--- src/hw/rtl/camera_blob_range_and_bearing_assert.svh ---
// Assertion macros for the camera blob range and bearing block.
// Each macro expects clk and rst_n in scope at the point of use.
`ifndef CAMERA_BLOB_RANGE_AND_BEARING_ASSERT_SVH
`define CAMERA_BLOB_RANGE_AND_BEARING_ASSERT_SVH

// The consequent must hold in the same cycle as the antecedent.
`define CBRB_ASSERT_NOW(label, ante, cons, msg) \
  label: assert property (@(posedge clk) disable iff (!rst_n) (ante) |-> (cons)) \
    else $error(msg);

// The consequent must hold in the cycle after the antecedent.
`define CBRB_ASSERT_NEXT(label, ante, cons, msg) \
  label: assert property (@(posedge clk) disable iff (!rst_n) (ante) |=> (cons)) \
    else $error(msg);

`endif

--- src/hw/rtl/cbrb_pkg.sv ---
// Package for the camera blob range and bearing block.
// Holds widths, calibration tables, codes and state types; depends on nothing.
package cbrb_pkg;

  localparam int unsigned TABLE_ENTRIES_DEF = 16;
  localparam int unsigned ROM_STORED        = 16;

  localparam int unsigned PIX_W      = 9;
  localparam int unsigned COLOR_W    = 4;
  localparam int unsigned WCAL_W     = 6;
  localparam int unsigned RANGE_W    = 12;
  localparam int unsigned OFFSET_W   = 10;
  localparam int unsigned KIND_W     = 2;
  localparam int unsigned ROM_PIX_W  = 7;
  localparam int unsigned FOCUS_W    = 13;
  localparam int unsigned DIV_NUM_W  = 19;
  localparam int unsigned DIV_DEN_W  = 10;
  localparam int unsigned DIV_CNT_W  = $clog2(DIV_NUM_W + 1);

  localparam int unsigned CFG_IDX_W  = 1;
  localparam int unsigned CFG_DATA_W = WCAL_W;

  localparam logic [CFG_IDX_W-1:0] REG_SMALL_W = 1'd0;
  localparam logic [CFG_IDX_W-1:0] REG_LARGE_W = 1'd1;

  localparam logic [WCAL_W-1:0]  SMALL_W_RESET = 6'd5;
  localparam logic [WCAL_W-1:0]  LARGE_W_RESET = 6'd10;
  localparam logic [PIX_W-1:0]   MIN_X         = 9'd10;
  localparam logic [COLOR_W-1:0] SMALL_LIMIT   = 4'd4;
  localparam logic [RANGE_W-1:0] TRACK_START   = 12'd1000;
  localparam logic [RANGE_W-1:0] RANGE_MAX     = 12'd4095;
  localparam logic [PIX_W+1:0]   CENTRE_2X     = 11'd315;

  localparam int unsigned ROM_DIST_BASE = 25;
  localparam int unsigned ROM_DIST_STEP = 5;

  localparam logic [ROM_PIX_W-1:0] SMALL_ROM [ROM_STORED] = '{
    7'd36, 7'd30, 7'd28, 7'd24, 7'd22, 7'd20, 7'd20, 7'd16,
    7'd16, 7'd14, 7'd14, 7'd14, 7'd12, 7'd12, 7'd12, 7'd12
  };
  localparam logic [ROM_PIX_W-1:0] LARGE_ROM [ROM_STORED] = '{
    7'd78, 7'd76, 7'd70, 7'd64, 7'd56, 7'd52, 7'd48, 7'd43,
    7'd40, 7'd38, 7'd36, 7'd30, 7'd28, 7'd24, 7'd22, 7'd20
  };

  typedef enum logic [KIND_W-1:0] {
    KIND_BLOB    = 2'd0,
    KIND_EMPTY   = 2'd1,
    KIND_SUMMARY = 2'd2
  } kind_t;

  typedef enum logic [2:0] {
    S_IDLE,
    S_SCAN,
    S_FOCUS,
    S_DIVIDE,
    S_NEXT,
    S_EMIT_BLOB,
    S_EMIT_SUM,
    S_EMIT_EMPTY
  } state_t;

  typedef enum logic [1:0] {
    OP_FOCUS,
    OP_RANGE,
    OP_QUOT,
    OP_OFFSET
  } op_t;

  // Entries beyond the stored table repeat the last stored pixel width.
  function automatic logic [ROM_PIX_W-1:0] rom_pix(input logic is_small, input int unsigned i);
    logic [3:0] k;
    k = (i < ROM_STORED) ? 4'(i) : 4'(ROM_STORED - 1);
    return is_small ? SMALL_ROM[k] : LARGE_ROM[k];
  endfunction

  function automatic logic [FOCUS_W-1:0] rom_pd(input logic is_small, input int unsigned i);
    int unsigned prod;
    prod = int'(rom_pix(is_small, i)) * (ROM_DIST_BASE + ROM_DIST_STEP * i);
    return prod[FOCUS_W-1:0];
  endfunction

endpackage

--- src/hw/rtl/cbrb_in_if.sv ---
// Blob input channel: valid, ready and one detected blob per beat.
// Depends on cbrb_pkg for field widths.
interface cbrb_in_if;
  logic                         valid;
  logic                         ready;
  logic                         empty_frame;
  logic [cbrb_pkg::PIX_W-1:0]   x_position;
  logic [cbrb_pkg::PIX_W-1:0]   width_pixels;
  logic [cbrb_pkg::COLOR_W-1:0] color_code;
  logic                         last_block;

  modport source (
    output valid, empty_frame, x_position, width_pixels, color_code, last_block,
    input  ready
  );
  modport sink (
    input  valid, empty_frame, x_position, width_pixels, color_code, last_block,
    output ready
  );
endinterface

--- src/hw/rtl/cbrb_out_if.sv ---
// Report output channel: valid, ready and one report per beat.
// Depends on cbrb_pkg for field widths.
interface cbrb_out_if;
  logic                                 valid;
  logic                                 ready;
  logic        [cbrb_pkg::KIND_W-1:0]   report_kind;
  logic        [cbrb_pkg::COLOR_W-1:0]  report_color;
  logic        [cbrb_pkg::RANGE_W-1:0]  range_cm;
  logic signed [cbrb_pkg::OFFSET_W-1:0] offset_cm;
  logic                                 last_result;

  modport source (
    output valid, report_kind, report_color, range_cm, offset_cm, last_result,
    input  ready
  );
  modport sink (
    input  valid, report_kind, report_color, range_cm, offset_cm, last_result,
    output ready
  );
endinterface

--- src/hw/rtl/camera_blob_range_and_bearing.sv ---
// Top level of the camera blob range and bearing block.
// Depends on cbrb_pkg, cbrb_in_if, cbrb_out_if and the assertion macro header.
//
// in_blob carries one blob beat per detected blob, or an empty-frame beat.
// out_rep carries reports: a blob report for each blob with x above 10,
// and a nearest-blob summary when a beat is marked last or the frame is empty.
// cfg_we, cfg_index and cfg_wdata write the two calibration widths.
// A blob is ranged by a sequencer around one restoring divider: an accept step,
// a scan over entries 1 to TABLE_ENTRIES-2 of the calibration table, a load step,
// four divisions (focus, range, scale and offset) each followed by a dispatch
// step, and an emit step. A blob narrower than its calibration width skips the
// offset division, and a frame-ending blob adds a step for the summary. Blobs
// with a zero width go from the accept step straight to the emit step, and an
// empty frame emits the empty report and then the summary.
// in_blob.ready is high only while
// the sequencer is idle. Results pass through a single output register, so
// the next beat is accepted while the last report still waits; when the
// receiver stalls, a further report waits in the sequencer until it is taken.
// Reset empties the output register, restores the calibration widths to
// 5 and 10 cm and clears the nearest-blob tracker.
`include "camera_blob_range_and_bearing_assert.svh"

module camera_blob_range_and_bearing #(
  parameter int unsigned TABLE_ENTRIES = cbrb_pkg::TABLE_ENTRIES_DEF
) (
  input  logic                              clk,
  input  logic                              rst_n,
  cbrb_in_if.sink                           in_blob,
  cbrb_out_if.source                        out_rep,
  input  logic                              cfg_we,
  input  logic [cbrb_pkg::CFG_IDX_W-1:0]    cfg_index,
  input  logic [cbrb_pkg::CFG_DATA_W-1:0]   cfg_wdata
);

  localparam int unsigned IDX_W = $clog2(TABLE_ENTRIES);
  localparam logic [IDX_W-1:0] LAST_IDX = IDX_W'(TABLE_ENTRIES - 1);
  localparam logic [IDX_W-1:0] SCAN_END = IDX_W'(TABLE_ENTRIES - 2);
  localparam logic [IDX_W-1:0] SCAN_START = IDX_W'(1);
  localparam logic HAS_SCAN = (TABLE_ENTRIES > 2);

  localparam int unsigned NUM_W = cbrb_pkg::DIV_NUM_W;
  localparam int unsigned DEN_W = cbrb_pkg::DIV_DEN_W;
  localparam int unsigned CNT_W = cbrb_pkg::DIV_CNT_W;

  cbrb_pkg::state_t state_r, state_nxt;
  cbrb_pkg::op_t    op_r, op_nxt;

  logic [cbrb_pkg::WCAL_W-1:0]  small_w_r, large_w_r;
  logic [IDX_W-1:0]             idx_r, idx_nxt;
  logic [IDX_W-1:0]             sel_r, sel_nxt;
  logic [cbrb_pkg::PIX_W-1:0]   x_r, x_nxt;
  logic [cbrb_pkg::PIX_W-1:0]   w_r, w_nxt;
  logic [cbrb_pkg::COLOR_W-1:0] color_r, color_nxt;
  logic                         last_r, last_nxt;
  logic                         small_r, small_nxt;
  logic [cbrb_pkg::WCAL_W-1:0]  wcal_r, wcal_nxt;
  logic [cbrb_pkg::RANGE_W-1:0] range_r, range_nxt;
  logic signed [cbrb_pkg::OFFSET_W-1:0] offset_r, offset_nxt;

  logic [NUM_W-1:0] num_r, num_nxt;
  logic [DEN_W-1:0] den_r, den_nxt;
  logic [DEN_W-1:0] rem_r, rem_nxt;
  logic [CNT_W-1:0] cnt_r, cnt_nxt;

  logic                         out_valid_r, out_valid_nxt;
  logic [cbrb_pkg::KIND_W-1:0]  out_kind_r, out_kind_nxt;
  logic [cbrb_pkg::COLOR_W-1:0] out_color_r, out_color_nxt;
  logic [cbrb_pkg::RANGE_W-1:0] out_range_r, out_range_nxt;
  logic signed [cbrb_pkg::OFFSET_W-1:0] out_offset_r, out_offset_nxt;
  logic                         out_last_r, out_last_nxt;

  logic [cbrb_pkg::RANGE_W-1:0] near_range_r, near_range_nxt;
  logic [cbrb_pkg::COLOR_W-1:0] near_color_r, near_color_nxt;
  logic signed [cbrb_pkg::OFFSET_W-1:0] near_offset_r, near_offset_nxt;
  logic                         near_found_r, near_found_nxt;

  logic                         out_free;
  logic                         small_in;
  logic [cbrb_pkg::WCAL_W-1:0]  wcal_in;
  logic [cbrb_pkg::PIX_W-1:0]   lo_mid, hi_mid;
  logic [DEN_W:0]               div_shift;
  logic                         div_ge;
  logic                         div_bit;
  logic [NUM_W-1:0]             prod;
  logic [cbrb_pkg::PIX_W+1:0]   x2;
  logic                         x_neg;
  logic [cbrb_pkg::PIX_W+1:0]   cen_mag;
  logic [cbrb_pkg::OFFSET_W-1:0] off_mag;

  assign out_free = !out_valid_r || out_rep.ready;
  assign in_blob.ready = (state_r == cbrb_pkg::S_IDLE);

  assign small_in = (in_blob.color_code < cbrb_pkg::SMALL_LIMIT);
  assign wcal_in  = small_in ? small_w_r : large_w_r;

  assign lo_mid = cbrb_pkg::PIX_W'(({1'b0, cbrb_pkg::rom_pix(small_r, int'(idx_r))} +
                   {1'b0, cbrb_pkg::rom_pix(small_r, int'(idx_r) + 1)}) >> 1);
  assign hi_mid = cbrb_pkg::PIX_W'(({1'b0, cbrb_pkg::rom_pix(small_r, int'(idx_r))} +
                   {1'b0, cbrb_pkg::rom_pix(small_r, int'(idx_r) - 1)}) >> 1);

  assign div_shift = {rem_r, num_r[NUM_W-1]};
  assign div_ge    = (div_shift >= {1'b0, den_r});
  assign div_bit   = div_ge;

  assign prod = NUM_W'(wcal_r) * NUM_W'(num_r[cbrb_pkg::FOCUS_W-1:0]);

  assign x2      = {1'b0, x_r, 1'b0};
  assign x_neg   = (x2 > cbrb_pkg::CENTRE_2X);
  assign cen_mag = x_neg ? (x2 - cbrb_pkg::CENTRE_2X) : (cbrb_pkg::CENTRE_2X - x2);
  assign off_mag = {1'b0, num_r[cbrb_pkg::OFFSET_W-2:0]};

  always_comb begin
    state_nxt       = state_r;
    op_nxt          = op_r;
    idx_nxt         = idx_r;
    sel_nxt         = sel_r;
    x_nxt           = x_r;
    w_nxt           = w_r;
    color_nxt       = color_r;
    last_nxt        = last_r;
    small_nxt       = small_r;
    wcal_nxt        = wcal_r;
    range_nxt       = range_r;
    offset_nxt      = offset_r;
    num_nxt         = num_r;
    den_nxt         = den_r;
    rem_nxt         = rem_r;
    cnt_nxt         = cnt_r;
    out_valid_nxt   = out_valid_r && !out_rep.ready;
    out_kind_nxt    = out_kind_r;
    out_color_nxt   = out_color_r;
    out_range_nxt   = out_range_r;
    out_offset_nxt  = out_offset_r;
    out_last_nxt    = out_last_r;
    near_range_nxt  = near_range_r;
    near_color_nxt  = near_color_r;
    near_offset_nxt = near_offset_r;
    near_found_nxt  = near_found_r;

    unique case (state_r)
      cbrb_pkg::S_IDLE: begin
        if (in_blob.valid) begin
          x_nxt     = in_blob.x_position;
          w_nxt     = in_blob.width_pixels;
          color_nxt = in_blob.color_code;
          last_nxt  = in_blob.last_block;
          small_nxt = small_in;
          wcal_nxt  = wcal_in;
          if (in_blob.empty_frame) begin
            state_nxt = cbrb_pkg::S_EMIT_EMPTY;
          end else if (in_blob.x_position > cbrb_pkg::MIN_X) begin
            if (wcal_in == '0 || in_blob.width_pixels == '0) begin
              range_nxt  = cbrb_pkg::RANGE_MAX;
              offset_nxt = '0;
              state_nxt  = cbrb_pkg::S_EMIT_BLOB;
            end else begin
              sel_nxt = (in_blob.width_pixels > cbrb_pkg::PIX_W'(cbrb_pkg::rom_pix(small_in, 0)))
                        ? '0 : LAST_IDX;
              idx_nxt   = SCAN_START;
              state_nxt = HAS_SCAN ? cbrb_pkg::S_SCAN : cbrb_pkg::S_FOCUS;
            end
          end else if (in_blob.last_block) begin
            state_nxt = cbrb_pkg::S_EMIT_SUM;
          end
        end
      end
      cbrb_pkg::S_SCAN: begin
        if (w_r > lo_mid && w_r < hi_mid) begin
          sel_nxt = idx_r;
        end
        if (idx_r == SCAN_END) begin
          state_nxt = cbrb_pkg::S_FOCUS;
        end else begin
          idx_nxt = idx_r + IDX_W'(1);
        end
      end
      cbrb_pkg::S_FOCUS: begin
        num_nxt   = NUM_W'(cbrb_pkg::rom_pd(small_r, int'(sel_r)));
        den_nxt   = DEN_W'(wcal_r);
        rem_nxt   = '0;
        cnt_nxt   = '0;
        op_nxt    = cbrb_pkg::OP_FOCUS;
        state_nxt = cbrb_pkg::S_DIVIDE;
      end
      cbrb_pkg::S_DIVIDE: begin
        rem_nxt = div_ge ? DEN_W'(div_shift - {1'b0, den_r}) : div_shift[DEN_W-1:0];
        num_nxt = {num_r[NUM_W-2:0], div_bit};
        cnt_nxt = cnt_r + CNT_W'(1);
        if (cnt_r == CNT_W'(NUM_W - 1)) begin
          state_nxt = cbrb_pkg::S_NEXT;
        end
      end
      cbrb_pkg::S_NEXT: begin
        rem_nxt   = '0;
        cnt_nxt   = '0;
        state_nxt = cbrb_pkg::S_DIVIDE;
        unique case (op_r)
          cbrb_pkg::OP_FOCUS: begin
            num_nxt = prod;
            den_nxt = DEN_W'(w_r);
            op_nxt  = cbrb_pkg::OP_RANGE;
          end
          cbrb_pkg::OP_RANGE: begin
            range_nxt = (num_r > NUM_W'(cbrb_pkg::RANGE_MAX))
                        ? cbrb_pkg::RANGE_MAX : num_r[cbrb_pkg::RANGE_W-1:0];
            num_nxt = NUM_W'(w_r);
            den_nxt = DEN_W'(wcal_r);
            op_nxt  = cbrb_pkg::OP_QUOT;
          end
          cbrb_pkg::OP_QUOT: begin
            if (num_r == '0) begin
              offset_nxt = '0;
              state_nxt  = cbrb_pkg::S_EMIT_BLOB;
            end else begin
              num_nxt = NUM_W'(cen_mag);
              den_nxt = {num_r[cbrb_pkg::PIX_W-1:0], 1'b0};
              op_nxt  = cbrb_pkg::OP_OFFSET;
            end
          end
          cbrb_pkg::OP_OFFSET: begin
            offset_nxt = x_neg ? (cbrb_pkg::OFFSET_W'(0) - $signed(off_mag))
                               : $signed(off_mag);
            state_nxt  = cbrb_pkg::S_EMIT_BLOB;
          end
        endcase
      end
      cbrb_pkg::S_EMIT_BLOB: begin
        if (out_free) begin
          out_valid_nxt  = 1'b1;
          out_kind_nxt   = cbrb_pkg::KIND_BLOB;
          out_color_nxt  = color_r;
          out_range_nxt  = range_r;
          out_offset_nxt = offset_r;
          out_last_nxt   = !last_r;
          if (range_r < near_range_r) begin
            near_range_nxt  = range_r;
            near_color_nxt  = color_r;
            near_offset_nxt = offset_r;
            near_found_nxt  = 1'b1;
          end
          state_nxt = last_r ? cbrb_pkg::S_EMIT_SUM : cbrb_pkg::S_IDLE;
        end
      end
      cbrb_pkg::S_EMIT_SUM: begin
        if (out_free) begin
          out_valid_nxt   = 1'b1;
          out_kind_nxt    = cbrb_pkg::KIND_SUMMARY;
          out_color_nxt   = near_found_r ? near_color_r : '0;
          out_range_nxt   = near_found_r ? near_range_r : '0;
          out_offset_nxt  = near_found_r ? near_offset_r : '0;
          out_last_nxt    = 1'b1;
          near_range_nxt  = cbrb_pkg::TRACK_START;
          near_color_nxt  = '0;
          near_offset_nxt = '0;
          near_found_nxt  = 1'b0;
          state_nxt       = cbrb_pkg::S_IDLE;
        end
      end
      cbrb_pkg::S_EMIT_EMPTY: begin
        if (out_free) begin
          out_valid_nxt   = 1'b1;
          out_kind_nxt    = cbrb_pkg::KIND_EMPTY;
          out_color_nxt   = '0;
          out_range_nxt   = '0;
          out_offset_nxt  = '0;
          out_last_nxt    = 1'b0;
          near_range_nxt  = cbrb_pkg::TRACK_START;
          near_color_nxt  = '0;
          near_offset_nxt = '0;
          near_found_nxt  = 1'b0;
          state_nxt       = cbrb_pkg::S_EMIT_SUM;
        end
      end
    endcase
  end

  always_ff @(posedge clk) begin
    if (!rst_n) begin
      state_r       <= cbrb_pkg::S_IDLE;
      out_valid_r   <= 1'b0;
      small_w_r     <= cbrb_pkg::SMALL_W_RESET;
      large_w_r     <= cbrb_pkg::LARGE_W_RESET;
      near_range_r  <= cbrb_pkg::TRACK_START;
      near_color_r  <= '0;
      near_offset_r <= '0;
      near_found_r  <= 1'b0;
    end else begin
      state_r       <= state_nxt;
      out_valid_r   <= out_valid_nxt;
      near_range_r  <= near_range_nxt;
      near_color_r  <= near_color_nxt;
      near_offset_r <= near_offset_nxt;
      near_found_r  <= near_found_nxt;
      if (cfg_we) begin
        unique case (cfg_index)
          cbrb_pkg::REG_SMALL_W: small_w_r <= cfg_wdata;
          cbrb_pkg::REG_LARGE_W: large_w_r <= cfg_wdata;
        endcase
      end
    end
  end

  always_ff @(posedge clk) begin
    op_r         <= op_nxt;
    idx_r        <= idx_nxt;
    sel_r        <= sel_nxt;
    x_r          <= x_nxt;
    w_r          <= w_nxt;
    color_r      <= color_nxt;
    last_r       <= last_nxt;
    small_r      <= small_nxt;
    wcal_r       <= wcal_nxt;
    range_r      <= range_nxt;
    offset_r     <= offset_nxt;
    num_r        <= num_nxt;
    den_r        <= den_nxt;
    rem_r        <= rem_nxt;
    cnt_r        <= cnt_nxt;
    out_kind_r   <= out_kind_nxt;
    out_color_r  <= out_color_nxt;
    out_range_r  <= out_range_nxt;
    out_offset_r <= out_offset_nxt;
    out_last_r   <= out_last_nxt;
  end

  assign out_rep.valid        = out_valid_r;
  assign out_rep.report_kind  = out_kind_r;
  assign out_rep.report_color = out_color_r;
  assign out_rep.range_cm     = out_range_r;
  assign out_rep.offset_cm    = out_offset_r;
  assign out_rep.last_result  = out_last_r;

  `CBRB_ASSERT_NOW(a_div_rem_below_den, state_r == cbrb_pkg::S_DIVIDE, rem_r < den_r,
                   "Divider remainder is not below the divisor.")
  `CBRB_ASSERT_NOW(a_track_below_start, near_found_r, near_range_r < cbrb_pkg::TRACK_START,
                   "Tracked nearest blob has a range at or above the start value.")
  `CBRB_ASSERT_NOW(a_summary_is_last,
                   out_valid_r && out_kind_r == cbrb_pkg::KIND_SUMMARY, out_last_r,
                   "A summary beat is not marked as the last result.")
  `CBRB_ASSERT_NEXT(a_empty_goes_to_emit,
                    in_blob.valid && in_blob.ready && in_blob.empty_frame,
                    state_r == cbrb_pkg::S_EMIT_EMPTY,
                    "An empty-frame beat did not lead to the empty report.")

endmodule

--- src/flat_wrapper.sv ---
// flat-port wrapper written by rule: the top's interface ports become plain ports
module camera_blob_range_and_bearing_flat 
#(
  parameter int unsigned TABLE_ENTRIES = cbrb_pkg::TABLE_ENTRIES_DEF
)
  (clk, rst_n, cfg_we, cfg_index, cfg_wdata, in_blob_valid, in_blob_empty_frame, in_blob_x_position, in_blob_width_pixels, in_blob_color_code, in_blob_last_block, in_blob_ready, out_rep_valid, out_rep_report_kind, out_rep_report_color, out_rep_range_cm, out_rep_offset_cm, out_rep_last_result, out_rep_ready);
  cbrb_in_if in_blob_i ();
  cbrb_out_if out_rep_i ();
  input  logic clk;
  input  logic rst_n;
  input  logic cfg_we;
  input  logic [cbrb_pkg::CFG_IDX_W-1:0] cfg_index;
  input  logic [cbrb_pkg::CFG_DATA_W-1:0] cfg_wdata;
  input wire logic [$bits(in_blob_i.valid)-1:0] in_blob_valid;
  input wire logic [$bits(in_blob_i.empty_frame)-1:0] in_blob_empty_frame;
  input wire logic [$bits(in_blob_i.x_position)-1:0] in_blob_x_position;
  input wire logic [$bits(in_blob_i.width_pixels)-1:0] in_blob_width_pixels;
  input wire logic [$bits(in_blob_i.color_code)-1:0] in_blob_color_code;
  input wire logic [$bits(in_blob_i.last_block)-1:0] in_blob_last_block;
  output wire logic [$bits(in_blob_i.ready)-1:0] in_blob_ready;
  output wire logic [$bits(out_rep_i.valid)-1:0] out_rep_valid;
  output wire logic [$bits(out_rep_i.report_kind)-1:0] out_rep_report_kind;
  output wire logic [$bits(out_rep_i.report_color)-1:0] out_rep_report_color;
  output wire logic [$bits(out_rep_i.range_cm)-1:0] out_rep_range_cm;
  output wire logic [$bits(out_rep_i.offset_cm)-1:0] out_rep_offset_cm;
  output wire logic [$bits(out_rep_i.last_result)-1:0] out_rep_last_result;
  input wire logic [$bits(out_rep_i.ready)-1:0] out_rep_ready;
  assign in_blob_i.valid = in_blob_valid;
  assign in_blob_i.empty_frame = in_blob_empty_frame;
  assign in_blob_i.x_position = in_blob_x_position;
  assign in_blob_i.width_pixels = in_blob_width_pixels;
  assign in_blob_i.color_code = in_blob_color_code;
  assign in_blob_i.last_block = in_blob_last_block;
  assign in_blob_ready = in_blob_i.ready;
  assign out_rep_valid = out_rep_i.valid;
  assign out_rep_report_kind = out_rep_i.report_kind;
  assign out_rep_report_color = out_rep_i.report_color;
  assign out_rep_range_cm = out_rep_i.range_cm;
  assign out_rep_offset_cm = out_rep_i.offset_cm;
  assign out_rep_last_result = out_rep_i.last_result;
  assign out_rep_i.ready = out_rep_ready;
  camera_blob_range_and_bearing #(.TABLE_ENTRIES(TABLE_ENTRIES)) u_core (.clk(clk), .rst_n(rst_n), .in_blob(in_blob_i), .out_rep(out_rep_i), .cfg_we(cfg_we), .cfg_index(cfg_index), .cfg_wdata(cfg_wdata));
endmodule
--- config.mk ---
export PLATFORM = sky130hd
export DESIGN_NAME = camera_blob_range_and_bearing_flat
export DESIGN_NICKNAME = d
export VERILOG_FILES = /design/src/hw/rtl/cbrb_pkg.sv /design/src/hw/rtl/cbrb_in_if.sv /design/src/hw/rtl/cbrb_out_if.sv /design/src/hw/rtl/camera_blob_range_and_bearing.sv /design/src/flat_wrapper.sv
export VERILOG_INCLUDE_DIRS = /design/src /design/src/hw/rtl
export SDC_FILE = /design/constraint.sdc
export NUM_CORES = 1
export LEC_CHECK = 0
export ABC_AREA = 0
export BUFFER_PORTS_ARGS = -buffer_cell sky130_fd_sc_hd__buf_2
export CAP_MARGIN = 20
export CORE_ASPECT_RATIO = 0.7
export CORE_MARGIN = 2
export CORE_UTILIZATION = 45
export CTS_BUF_LIST = sky130_fd_sc_hd__clkbuf_4 sky130_fd_sc_hd__clkbuf_8
export CTS_CLUSTER_DIAMETER = 200
export DETAILED_ROUTE_END_ITERATION = 8
export GPL_TIMING_DRIVEN = 1
export SLEW_MARGIN = 10
export SYNTH_ARGS = -nofsm -noshare
export SYNTH_HDL_FRONTEND = slang
export SYNTH_SLANG_ARGS = --single-unit
--- constraint.sdc ---
create_clock -name clk -period 9.9 [get_ports clk]
set_input_delay 0.99 -clock clk [delete_from_list [all_inputs] [get_ports clk]]
set_output_delay 0.99 -clock clk [all_outputs]
set_load 0.005 [all_outputs]
After elaboration in Yosys (flattened, before gate mapping)
Memories as Yosys holds them, arrays and structs flattened. Index checks and enable logic that the tools add are counted.

ROM bits: 896. Memories kept: 8. Output and inout port bits: 31. Bits in writable memories: 0. Input bits: 36. Flip-flop bits (word level): 178. Latch bits: 0.

Bitwise operators: 5. Divide/modulo/power cells: 0. Muxes and demuxes: 117. $add $sub $neg: 11. Reduce and logical (&&, ||, !) cells: 34. Shift operators: 0. Order comparisons: 15. Equal/unequal tests: 32. $mul: 3.

Memories: (name not given) (depth 16, width 7, read ports 1, clocked after Yosys merged registers in 0, wr ports 0, RTL line cbrb_pkg.sv:74) `return is_small ? SMALL_ROM[k] : LARGE_ROM[k];`; (name not given) (depth 16, width 7, read ports 1, clocked after Yosys merged registers in 0, wr ports 0, RTL line cbrb_pkg.sv:74); (name not given) (depth 16, width 7, read ports 1, clocked after Yosys merged registers in 0, wr ports 0, RTL line cbrb_pkg.sv:74); (name not given) (depth 16, width 7, read ports 1, clocked after Yosys merged registers in 0, wr ports 0, RTL line cbrb_pkg.sv:74); (name not given) (depth 16, width 7, read ports 1, clocked after Yosys merged registers in 0, wr ports 0, RTL line cbrb_pkg.sv:74); (name not given) (depth 16, width 7, read ports 1, clocked after Yosys merged registers in 0, wr ports 0, RTL line cbrb_pkg.sv:74); +2 memories.

Operators by type and width (number): $mux 12 (13); $mux 7 (21); $mux 10 (14); $pmux 19 s3 (2); $pmux 10 s2 (5); $mux 4 (19); $lt 32x5->1 const B (2); $pmux 10 s3 (2); $pmux 12 s2 (2); $mux 3 (12); $pmux 12 s3 (1); $mul 7x32->13 (1); $pmux 3 s8 (1); $pmux 4 s2 (3); $ge 5x5->1 const B (4); $ne 2x1->1 const B (10); $not 4->5 (4); $gt 19x12->1 const B (1); $logic_not 19->1 (1); $mul 6x13->19 (1); $mux 19 (1); $reduce_and 6->1 (3); $add 7x7->8 (2); $reduce_and 7->1 (2); other kinds (55) (90).

Longest topological paths before layout
Depth in word-level cells: 13. Mapped depth: 24. Gate-level depth less buffers: 24.

Worst setup path after synthesis
OpenSTA, ideal clock, no wires.

Path type: register to register. From: register u_core.sel_r[3]. To: register u_core.num_r[12] (data pin). Period minus slack after synthesis: 5.702 ns. Arrival time: 5.425 ns. Data required time: 9.623 ns. Stages on the path, launching flop included: 25. Path buffers: 1. Path slack: 4.198 ns. Cells stage by stage: edfxtp_1 > buf_2 > inv_2 > fa_1 > inv_1 > ha_1 > a31oi_1 > xor2_1 > nor2_1 > fa_1 > inv_1 > fa_1 > inv_1 > fa_1 > inv_1 > fa_1 > inv_1 > ha_1 > or2_1 > o22a_1 > a31oi_1 > o21bai_1 > a21oi_1 > xnor2_1 > o221ai_1.

Word-level cells in the longest chain between the ends: 7. Elaborated cells on any way between the ends: 12. Classes of those cells: add/sub (1); mul (2); mux (6); bitwise (1); memory (2).

RTL lines: from (decl) (RTL line camera_blob_range_and_bearing.sv:50) `logic [IDX_W-1:0] sel_r, sel_nxt;`; from (signal assigned) (RTL line camera_blob_range_and_bearing.sv:306) `sel_r <= sel_nxt;`; parallel branches: the longest is 5 deep, another holds $add 5x7->8; $mul 7x32->13 (*) (RTL line cbrb_pkg.sv:79) `prod = int'(rom_pix(is_small, i)) * (ROM_DIST_BASE + ROM_DIST_STEP * i);`; $pmux 19 s3 (*) (RTL line camera_blob_range_and_bearing.sv:140) `unique case (state_r)`; net u_core.num_nxt[12] (RTL line camera_blob_range_and_bearing.sv:60) `logic [NUM_W-1:0] num_r, num_nxt;`; to (signal assigned) (RTL line camera_blob_range_and_bearing.sv:315) `num_r <= num_nxt;`; to (decl) (RTL line camera_blob_range_and_bearing.sv:60).

Mark *: on every way through the listed nets, which the timed path passes. The select of a mux whose other input is x is not followed. A chain may end at the register's enable or synchronous reset.

Final worst setup path
From: register u_core.sel_r[0]. To: register u_core.num_r[12] (data pin).

The elaborated chain is that of the path after synthesis.

==> metrics.md <==
| Metric | Value |
|---|---|
| Status | `finished clean` |
| Post-synth top area share | `0.268` |
| Post-synth ARST share | `0` |
| Routed WL per cell | `17.8 um` |
| DRC errors left | `0` |
| Largest cells by area after synthesis | `edfxtp_1 (27%), ha_1 (12%), fa_1 (10%)` |
| I/O pin count | `67` |
| Worst setup EP type | `register` |
| Die X | `223 um` |
| Final setup TNS | `0 ns` |
| Dpl hpwl | `28.1 mm` |
| Grt ovf | `0` |
| Crit path max fanout | `12` |
| Antenna diode count | `0` |
| Post-synth design cell area | `15100 um^2` |
| Worst relative slew slack | `0.354` |
| Cell taking the most area after synthesis | `edfxtp_1` |
| CP required | `10.09 ns` |
| Pin count of the biggest net entering global routing | `61` |
| Post-CTS Setup Bufs | `0` |
| Adder-cell share of the synthesized area | `0.224` |
| CP cell instances | `ha_1 > inv_1 > fa_1 > inv_1 > ha_1 > a31oi_1 > xor2_1 > nor2_1 > fa_1 > inv_1 > fa_1 > inv_1 > fa_1 > inv_1 > fa_1 > inv_1 > ha_1 > or2_1 > o22a_1 > a31oi_1 > o21bai_1 > a21oi_1 > xnor2_1 > o221ai_1` |
| RSZ-0062 raised after global routing | `no` |
| Initial Utilization | `0.454` |
| Final core occ | `0.487` |
| Synth Instances | `1626` |
| Via count | `11900` |
| Hold_buf cts | `0` |
| Vias in the first global route | `11400` |
| # rows | `56` |
| Total core area | `33300 um^2` |
| Initial antenna violation count | `0` |
| Synth Area in Compound Gates | `0.152` |
| Clk buf depth | `2` |
| EDFF count, synth | `135` |
| Worst r2r path cells | `24` |
| Fin. Hold Viols | `0` |
| Post-synthesis xor/xnor area fraction | `0.0429` |
| DR iter-0 viols | `1020` |
| Final period utilization | `0.655` |
| Final setup viols | `0` |
| DP Area | `15800 um^2` |
| Synth Area in Simple Gates | `0.160` |
| Worst-Skew Late Latency | `0.49 ns` |
| Ys Warns | `0` |
| Slowest stage delay, CP | `0.67 ns` |
| Seq/Total Area, Yosys | `0.325` |
| Syn avg cell area | `9.30 um^2` |
| Most frequent cells in the layout | `nand2_1 (176), inv_1 (157), ha_1 (148)` |
| CTS buffer count | `17` |
| Cell seen most often among critical-path stages | `inv_1` |
| Fin crit period | `6.48 ns` |
| Antenna-violating nets left | `0` |
| Die area | `35100 um^2` |
| Critical Path AT | `6.67 ns` |
| Max Cap Viol | `0` |
| Share of layout cells above drive strength 1 | `0.0873` |
| Hold WC Path Type | `register to register` |
| Via density | `5.67` |
| Worst-margin pin slew | `0.965 ns` |
| Area growth, synth to finish | `7.24%` |
| Router iterations before antenna repair | `7` |
| Ys flop type | `edfxtp_1` |
| Root buf cell | `clkbuf_8` |
| Worst-path clk slew | `0.10 ns` |
| Net Count, Synth | `1887` |
| FF+latch count, synth | `178` |
| Fin. max-slew vios | `0` |
| Post-CTS resize count | `0` |
| CTS tree | `built` |
| Setup crit start kind | `register` |
| NumNets Final | `1909` |
| Final GP Congestion | `0.845` |
| Combinational family with the most area after synthesis | `adder cells` |
| Max frequency | `0.154 GHz` |
| Slowest stage cell, crit path | `edfxtp_1` |
| Final wirelength | `37.2 mm` |
| Layout Cell Area excl Fill | `16200 um^2` |
| Post-synthesis mux area share | `0.0343` |
| H-Tree Level Count | `4` |
| Commonest non-fill, non-tap cell in the layout | `nand2_1` |
| GRT Util Overall | `0.221` |
| Die height | `157 um` |
| Port buffer count | `66` |
| Setup Skew | `0.0218 ns` |
| Synth unique cells | `77` |
| Cells on Worst Hold Path | `2` |
| # fillers | `3121` |
| Critical path type | `register to register` |
| First-pass GRT wire length | `61.6 mm` |
| CTS sink count | `178` |
critical path, delay by kind of cell (launching register included):
kind | cells | cell delay [ns]
AND/OR/NAND/NOR | 2 | 0.38
XOR/XNOR | 2 | 0.66
adder cells (fa/ha/maj) | 8 | 3.09
flip-flops | 1 | 0.67
AO/OA/AOI/OAI | 6 | 1.09
buffers and inverters | 6 | 0.30
Yosys cell counts (16+ instances only):
master    count
mux2i_1      44
ha_1        148
nor3_1       27
and2_1       22
clkbuf_1     65
a211oi_1     17
nand2b_1     29
xnor2_1      48
fa_1         77
nor2b_1      17
dfxtp_1      43
nor2_1      133
xor2_1       26
nand2_1     177
a21oi_1      78
edfxtp_1    135
a21o_1       24
o21ai_1      28
inv_1       157
nand3_1      51
o21ai_0      35
a22o_1       29
a31oi_1      16
per-stage QoR:
stage / setup WS, ns / hold slack, ns / std cells
after floorplan: 4.20 / 0.430 / 1626
after global placement: 3.68 / 0.441 / 2062
after detailed placement: 3.46 / 0.449 / 2062
after CTS: 3.44 / 0.462 / 2094
after global routing: 2.97 / 0.479 / 2096
final: 3.42 / 0.465 / 2096
cell families after synthesis:
family                     count (synthesis)
adders and majority gates                225
AOI/OAI and AO/OA                        336
muxes                                     51
buffers and inverters                    244
and+or+nand+nor                          518
DFF                                      178
xor gates and xnor gates                  74
layout make-up:
type / instances / area (um^2) / area share
Multi-Input combinational cell: 1204 / 9300 / 0.573
Timing Repair Buffer: 85 / 478 / 0.0295
Clock buffer: 19 / 249 / 0.0154
Tap cell: 435 / 544 / 0.0336
Sequential cell: 178 / 4910 / 0.303
Clock inverter: 13 / 124 / 0.00764
Inverter: 162 / 608 / 0.0375
state kept, by name, summed over array words and instances, names as in the netlist, 5 cells and up:
register                  count
u_core.w_r                    9
u_core.near_range_r          12
u_core.near_offset_r         10
u_core.large_w_r              6
u_core.x_r                    9
u_core.out_rep.range_cm      12
u_core.out_rep.offset_cm     10
u_core.wcal_r                 6
u_core.cnt_r                  5
u_core.den_r                 10
u_core.num_r                 19
u_core.range_r               12
u_core.small_w_r              6
u_core.offset_r              10
u_core.rem_r                 10
final timing paths:
kind	from	endpoint	slack, ns
worst max-delay path	u_core.sel_r[0]	u_core.num_r[12]	3.42
worst min-delay path	u_core.near_found_r	u_core.near_found_r	0.47
worst max register to register	u_core.sel_r[0]	u_core.num_r[12]	3.42
worst min register to register	u_core.near_found_r	u_core.near_found_r	0.47
per-layer routing:
layer  up-vias  global-route usage  wire length [um]
met3        35              0.0321              1870
met5         -                   0                 0
met4         0              0.0518               548
li1       5735                   -                 -
met2       347               0.322             15500
met1      5766               0.341             19400
Power is not shown: default switching activity piles up to over one toggle a cycle in this logic, so the estimate is an artifact.
